File: config.mk
export PLATFORM = sky130hd
export DESIGN_NAME = adam_ctrl
export DESIGN_NICKNAME = d
export VERILOG_FILES = /design/src/design/adam_pkg.sv /design/src/design/adam_ctrl.sv
export SDC_FILE = /design/constraint.sdc
export NUM_CORES = 1
export LEC_CHECK = 0
export ABC_AREA = 1
export ABC_CLOCK_PERIOD_IN_PS = 2600
export BUFFER_PORTS_ARGS = -buffer_cell sky130_fd_sc_hd__buf_4
export CAP_MARGIN = 20
export CORE_UTILIZATION = 50
export CTS_CLUSTER_SIZE = 28
export DETAILED_ROUTE_END_ITERATION = 6
export PLACE_DENSITY_LB_ADDON = 0.12
export SLEW_MARGIN = 20
export SYNTH_ARGS = -nofsm -noshare
export SYNTH_HDL_FRONTEND = slang
export SYNTH_SLANG_ARGS = --single-unit
File: constraint.sdc
create_clock -name clk -period 2.6 [get_ports clk]
set_clock_uncertainty 0.15 [all_clocks]
set_input_delay 0.26 -clock clk [delete_from_list [all_inputs] [get_ports clk]]
set_output_delay 0.26 -clock clk [all_outputs]
set_load 0.02 [all_outputs]
File: src/design/adam_pkg.sv
// adam_pkg: shared types and constants of the adam optimizer update block
// used by adam_ctrl, adam_dp, adam_div, adam_sqrt and the top level
package adam_pkg;

	localparam int IDX_W   = 8;
	localparam int SLOTS   = 256;
	localparam int WORD_W  = 32;
	localparam int VMOM_W  = 48;
	localparam int STEP_W  = 16;
	localparam int BETA_W  = 16;
	localparam int LR_W    = 24;
	localparam int CFG_W   = 24;
	localparam int CFG_IW  = 2;
	localparam int DIV_RW  = 41;
	localparam int DIV_QW  = 56;
	localparam int SQ_XW   = 64;
	localparam int SQ_RW   = 32;
	localparam int CNT_W   = 6;
	localparam int IN_DW   = 80;
	localparam int OUT_DW  = 64;

	localparam logic [CFG_IW-1:0] REG_BETA1 = 2'd0;
	localparam logic [CFG_IW-1:0] REG_BETA2 = 2'd1;
	localparam logic [CFG_IW-1:0] REG_LR    = 2'd2;
	localparam logic [CFG_IW-1:0] REG_EPS   = 2'd3;

	localparam logic [15:0] BETA1_RST = 16'd58982;
	localparam logic [15:0] BETA2_RST = 16'd65470;
	localparam logic [23:0] LR_RST    = 24'd16777;
	localparam logic [15:0] EPS_RST   = 16'd1;

	// datapath commands, one per cycle
	localparam int OP_W = 5;
	localparam logic [OP_W-1:0] OP_NONE    = 5'd0;
	localparam logic [OP_W-1:0] OP_LOAD    = 5'd1;
	localparam logic [OP_W-1:0] OP_POW1    = 5'd2;
	localparam logic [OP_W-1:0] OP_POW2    = 5'd3;
	localparam logic [OP_W-1:0] OP_MA      = 5'd4;
	localparam logic [OP_W-1:0] OP_MB      = 5'd5;
	localparam logic [OP_W-1:0] OP_GA      = 5'd6;
	localparam logic [OP_W-1:0] OP_VA      = 5'd7;
	localparam logic [OP_W-1:0] OP_VB      = 5'd8;
	localparam logic [OP_W-1:0] OP_MH_SET  = 5'd9;
	localparam logic [OP_W-1:0] OP_MH_GET  = 5'd10;
	localparam logic [OP_W-1:0] OP_VH_SET  = 5'd11;
	localparam logic [OP_W-1:0] OP_VH_GET  = 5'd12;
	localparam logic [OP_W-1:0] OP_SQ_SET  = 5'd13;
	localparam logic [OP_W-1:0] OP_SQ_GET  = 5'd14;
	localparam logic [OP_W-1:0] OP_PA      = 5'd15;
	localparam logic [OP_W-1:0] OP_PB      = 5'd16;
	localparam logic [OP_W-1:0] OP_U_SET   = 5'd17;
	localparam logic [OP_W-1:0] OP_U_GET   = 5'd18;
	localparam logic [OP_W-1:0] OP_FIN     = 5'd19;
	localparam logic [OP_W-1:0] OP_RESTART = 5'd20;

	typedef struct packed {
		logic [OP_W-1:0] op;
	} cmd_t;

	typedef struct packed {
		logic div_busy;
		logic sqrt_busy;
		logic out_free;
	} status_t;

endpackage

File: src/design/adam_ctrl.sv
// adam_ctrl: sequencer of the update, one datapath command per cycle
// depends on adam_pkg
module adam_ctrl (
	input  logic               clk,
	input  logic               arst_n,
	input  logic               in_valid,
	input  logic               in_op,
	output logic               in_ready,
	input  adam_pkg::status_t  status,
	output adam_pkg::cmd_t     cmd
);
	import adam_pkg::*;

	localparam int ST_W = 5;
	localparam logic [ST_W-1:0] S_IDLE    = 5'd0;
	localparam logic [ST_W-1:0] S_POW1    = 5'd1;
	localparam logic [ST_W-1:0] S_POW2    = 5'd2;
	localparam logic [ST_W-1:0] S_MA      = 5'd3;
	localparam logic [ST_W-1:0] S_MB      = 5'd4;
	localparam logic [ST_W-1:0] S_GA      = 5'd5;
	localparam logic [ST_W-1:0] S_VA      = 5'd6;
	localparam logic [ST_W-1:0] S_VB      = 5'd7;
	localparam logic [ST_W-1:0] S_MH_SET  = 5'd8;
	localparam logic [ST_W-1:0] S_MH_WAIT = 5'd9;
	localparam logic [ST_W-1:0] S_VH_SET  = 5'd10;
	localparam logic [ST_W-1:0] S_VH_WAIT = 5'd11;
	localparam logic [ST_W-1:0] S_SQ_SET  = 5'd12;
	localparam logic [ST_W-1:0] S_SQ_WAIT = 5'd13;
	localparam logic [ST_W-1:0] S_PA      = 5'd14;
	localparam logic [ST_W-1:0] S_PB      = 5'd15;
	localparam logic [ST_W-1:0] S_U_SET   = 5'd16;
	localparam logic [ST_W-1:0] S_U_WAIT  = 5'd17;
	localparam logic [ST_W-1:0] S_FIN     = 5'd18;
	localparam logic [ST_W-1:0] S_RST     = 5'd19;

	logic [ST_W-1:0] state_q, state_d;

	always_comb begin
		state_d = state_q;
		cmd.op  = OP_NONE;
		case (state_q)
			S_IDLE: begin
				if (in_valid) begin
					cmd.op  = OP_LOAD;
					state_d = in_op ? S_RST : S_POW1;
				end
			end
			S_POW1: begin cmd.op = OP_POW1; state_d = S_POW2; end
			S_POW2: begin cmd.op = OP_POW2; state_d = S_MA; end
			S_MA:   begin cmd.op = OP_MA; state_d = S_MB; end
			S_MB:   begin cmd.op = OP_MB; state_d = S_GA; end
			S_GA:   begin cmd.op = OP_GA; state_d = S_VA; end
			S_VA:   begin cmd.op = OP_VA; state_d = S_VB; end
			S_VB:   begin cmd.op = OP_VB; state_d = S_MH_SET; end
			S_MH_SET: begin cmd.op = OP_MH_SET; state_d = S_MH_WAIT; end
			S_MH_WAIT: begin
				if (!status.div_busy) begin
					cmd.op  = OP_MH_GET;
					state_d = S_VH_SET;
				end
			end
			S_VH_SET: begin cmd.op = OP_VH_SET; state_d = S_VH_WAIT; end
			S_VH_WAIT: begin
				if (!status.div_busy) begin
					cmd.op  = OP_VH_GET;
					state_d = S_SQ_SET;
				end
			end
			S_SQ_SET: begin cmd.op = OP_SQ_SET; state_d = S_SQ_WAIT; end
			S_SQ_WAIT: begin
				if (!status.sqrt_busy) begin
					cmd.op  = OP_SQ_GET;
					state_d = S_PA;
				end
			end
			S_PA:    begin cmd.op = OP_PA; state_d = S_PB; end
			S_PB:    begin cmd.op = OP_PB; state_d = S_U_SET; end
			S_U_SET: begin cmd.op = OP_U_SET; state_d = S_U_WAIT; end
			S_U_WAIT: begin
				if (!status.div_busy) begin
					cmd.op  = OP_U_GET;
					state_d = S_FIN;
				end
			end
			// result waits here until the output register is free
			S_FIN: begin
				if (status.out_free) begin
					cmd.op  = OP_FIN;
					state_d = S_IDLE;
				end
			end
			S_RST: begin
				if (status.out_free) begin
					cmd.op  = OP_RESTART;
					state_d = S_IDLE;
				end
			end
			default: state_d = S_IDLE;
		endcase
	end

	always_ff @(posedge clk or negedge arst_n) begin
		if (!arst_n) begin
			state_q <= S_IDLE;
		end else begin
			state_q <= state_d;
		end
	end

	assign in_ready = (state_q == S_IDLE);

endmodule

==> metrics list <==
- Dividing total power by cell area gives a power density of 1188 nW/um2.
* Lkg Pwr: 0.4549 nW
* Remaining global-route overflow: 0
- The kind of cell with the highest combined delay along the critical path is flip-flops.
- The largest registers in the layout are state_q x5.
* Worst EP required: 2190 ps
- After synthesis the netlist holds a flip-flop and latch count of 5.
* Kind of path behind the tightest hold check: primary input to asynchronous set/reset pin
- Number of clock sinks: 5
- The critical path contains buffers and inverters numbering 3 combined.
* Final Util: 67.41%
* Number of antenna cells inserted: 0
- Inserted Clock Buffers: 3
* Vias in the first global route: 650
- Internal power summed over all cells: 0.4167 mW
- Most frequent standard cell in the layout excluding fill and tap cells: nand2_1
- Length in cells of the worst reg-to-reg path: 7
- Setup slack of the worst register-to-register path: between 800 and 900 ps
* Relative contribution of combinational cells to total power: between 70 and 80%
* # resized after CTS: 0
- Overall die area: 1521 um2
* Wire length reported by the detailed router: 1772 um
- Port buffering added 12 buffers.
- At the end of the flow, the number of nets in the layout was approximately 140.
* Antenna Violating Nets Remaining: 0
- After detailed routing, the number of remaining DRC violations is 0.
- Number of flip-flops in the largest register: 5
- Pin placement for this block handled 13 I/O pins.
* Synth-to-layout area growth: 16.82%
- The final critical path takes up 84.81% of the cycle.
- Measured along the y axis, the die boundary spans 39.00 um.
- Final WS setup: 394.8 ps
- In this run the power spent charging and discharging nets is 0.5335 mW.
* Floorplan core area: 1186 um2
- Dividing the detail-routed via count by the number of cells gives 5.799.
- The largest individual stage delay along the critical path comes from the cell dfrtp_1.
- The cell sitting at the root of the clock tree is a clkbuf_4.
* Endpoint of the worst register-to-register path: state_q[4]
- Vias after detailed routing: 835
- Global-route wire length before repair: between 2000 and 3000 um
- The finished layout holds 144 standard cells, fillers aside.
* Number of DRC violations after detailed-routing iteration 0: 37
* Overall fraction of global-route tracks in use: between 20 and 30%
- Clock transition at the register clock pins on the worst setup and hold paths after CTS: about 50 ps
- Setup repair after global routing left no endpoint under its margin.
- The critical path goes through inv_2, nand4_1, inv_1, a21oi_4, nand2_4, nor2_1, buf_4.
* Maximum number of pins on one net before global-route repair: 19
- Kind of critical path: flip-flop to output pin
- The floorplan has 12 rows.
- STA puts the critical path data arrival time at 1800 ps.
- The post-route netlist has 20.77% of its cells at a drive strength greater than 1.
- In the final routed layout, each cell accounts on average for 12.31 um.
* Power share of the clock group: 9.8%
- Effective utilization at floorplan: 57.70%
- Horiz. Die Dim: 39.00 um
* Critical path endpoint category: output pin
- Average footprint of a synthesized cell: 5.850 um2
- TritonCTS built the clock tree.
- The initial antenna violation count was 0.
- Number of different library cells in the post-synthesis netlist: 21
- Reg with most FFs: state_q
- Of all nets on the critical path, the largest fanout is 18.
- Number of hold violations in the final report: 0
- The tool flagged a number of max-cap violations equal to 0.
* Number of H-tree branching levels: 1
- Timing analysis after detailed placement gives a worst setup slack of between 600 and 700 ps.
- Setup total negative slack on the finished layout was measured at 0 ps.
- The clock passes through at most 2 buffers.
- Final Setup Violations: 0
* Net Sw Frac: 56.15%
- Counting every net in the synthesized netlist gives ~120.
* Setup crit start kind: flip-flop
- The total count of max-transition violations in the final report is 0.
- Routability Congestion: about 0.88
- Final Critical Period: about 2200 ps
* Relative slew slack: 71.05%
- Derived from the worst setup path, the maximum achievable clock frequency is 0.4535 GHz.
- Number of warnings printed during yosys synthesis: 0
- CP max stage delay: 600 ps
- Peak supply drop: 0.8463 mV
- Fraction of the yosys area taken by sequential cells: 18.28%
- For the worst-skew pair, the clock arrives at the later sink with an insertion delay of 250 ps.
* Half-perimeter wire length of the detailed placement result: between 1000 and 1500 um
* Sequential cell fraction of total power: around a fifth
- The cell area that synthesis handed to floorplanning was 684.4 um2.
- Result of the run: finished, final reports clean
- First-pass iteration count of the detailed router: 4
* Number of cells in the design after placement: 139
- Counting every instance in the synthesized netlist gives 117.
* Transition time at the pin with the least slew margin: between 400 and 500 ps
- Commonest cells after routing, fill and taps aside: nand2_1 (32), nand3_1 (20), nor2_1 (14)
- Start of the worst register-to-register path: state_q[4]
cells by family (layout without fill, tap and decap cells):
logic type | after synthesis | in the layout | share of synthesized area, %
AND/OR/NAND/NOR | 85 | 85 | 60.33
AO/OA/AOI/OAI | 7 | 7 | 8.410
flip-flops | 5 | 5 | 18.28
buffers and inverters | 20 | 33 | 12.98
worst max-delay path by stage:
stage                from      to  cells past startpoint
6_report       state_q[4]  cmd[3]                      7
5_1_grt        state_q[4]  cmd[3]                      7
4_1_cts        state_q[4]  cmd[3]                      7
3_5_place_dp   state_q[4]  cmd[3]                      7
3_3_place_gp   state_q[4]  cmd[3]                      7
2_1_floorplan  state_q[0]  cmd[3]                      8
power by group through the flow:
stage	registers, mW	clock network [mW]	logic (mW)
global placement	0.180	0	0.668
floorplan	0.139	0	0.539
finish	0.182	0.0929	0.675
global route	0.186	0.101	0.751
detailed placement	0.181	0	0.670
CTS	0.180	0.0967	0.675
worst reg2reg max path: stages (launching register included):
cell and delay (ps):
dfrtp_1 600, inv_2 240, nand3_1 160, nor2_1 70, nor2_1 150, nand3b_1 110, nand3_1 80, nand2_1 50
layer usage:
layer  vias to the layer above  part of all wire [%]  global-route usage [%]
li1                        413                     -                       -
met1                       368                    45                   39.30
met2                        52                    44                   44.17
met3                         2                    10                   8.671
met4                         0                  0.56                   5.172
met5                         -                     0                       0
Yosys cell counts (all sizes together):
| master | instances | area share [%] |
|---|---|---|
| o2111ai | 1 | 1.3 |
| or2 | 1 | 0.91 |
| inv | 16 | 8.8 |
| nand4 | 10 | 9.1 |
| nor2 | 19 | 14 |
| buf | 4 | 4.2 |
| o211ai | 2 | 2.2 |
| nand3 | 20 | 15 |
| o21ai | 2 | 1.5 |
| dfrtp | 5 | 18 |
| a21oi | 1 | 2.4 |
| nand2 | 34 | 20 |
| nand3b | 1 | 1.1 |
| o21a | 1 | 1.1 |
cell type report:
| type | instances | area (um2) |
|---|---|---|
| Multi-Input combinational cell | 92 | 470.5 |
| Fill cell | 118 | 386.6 |
| Sequential cell | 5 | 125.1 |
| Timing Repair Buffer | 13 | 100.1 |
| Inverter | 16 | 60.06 |
| Clock buffer | 4 | 26.28 |
| Tap cell | 14 | 17.52 |
per-stage QoR:
step                      power, mW  hold slack [ps]  instance area [um2]
after floorplan              0.6779           -185.6                684.4
after global placement       0.8480           -88.38                763.2
after detailed placement     0.8509           -87.16                763.2
after CTS                    0.9510            184.6                799.5
after global routing          1.038            199.1                799.5
final                        0.9502            199.8                799.5
timing repair:
action,4_1_cts,5_1_grt
buffers inserted,0,0
setup endpoints to repair,0,0
hold buffers,1,0
endpoints found under the hold margin,5,0
(Power assumes the default switching activity.)
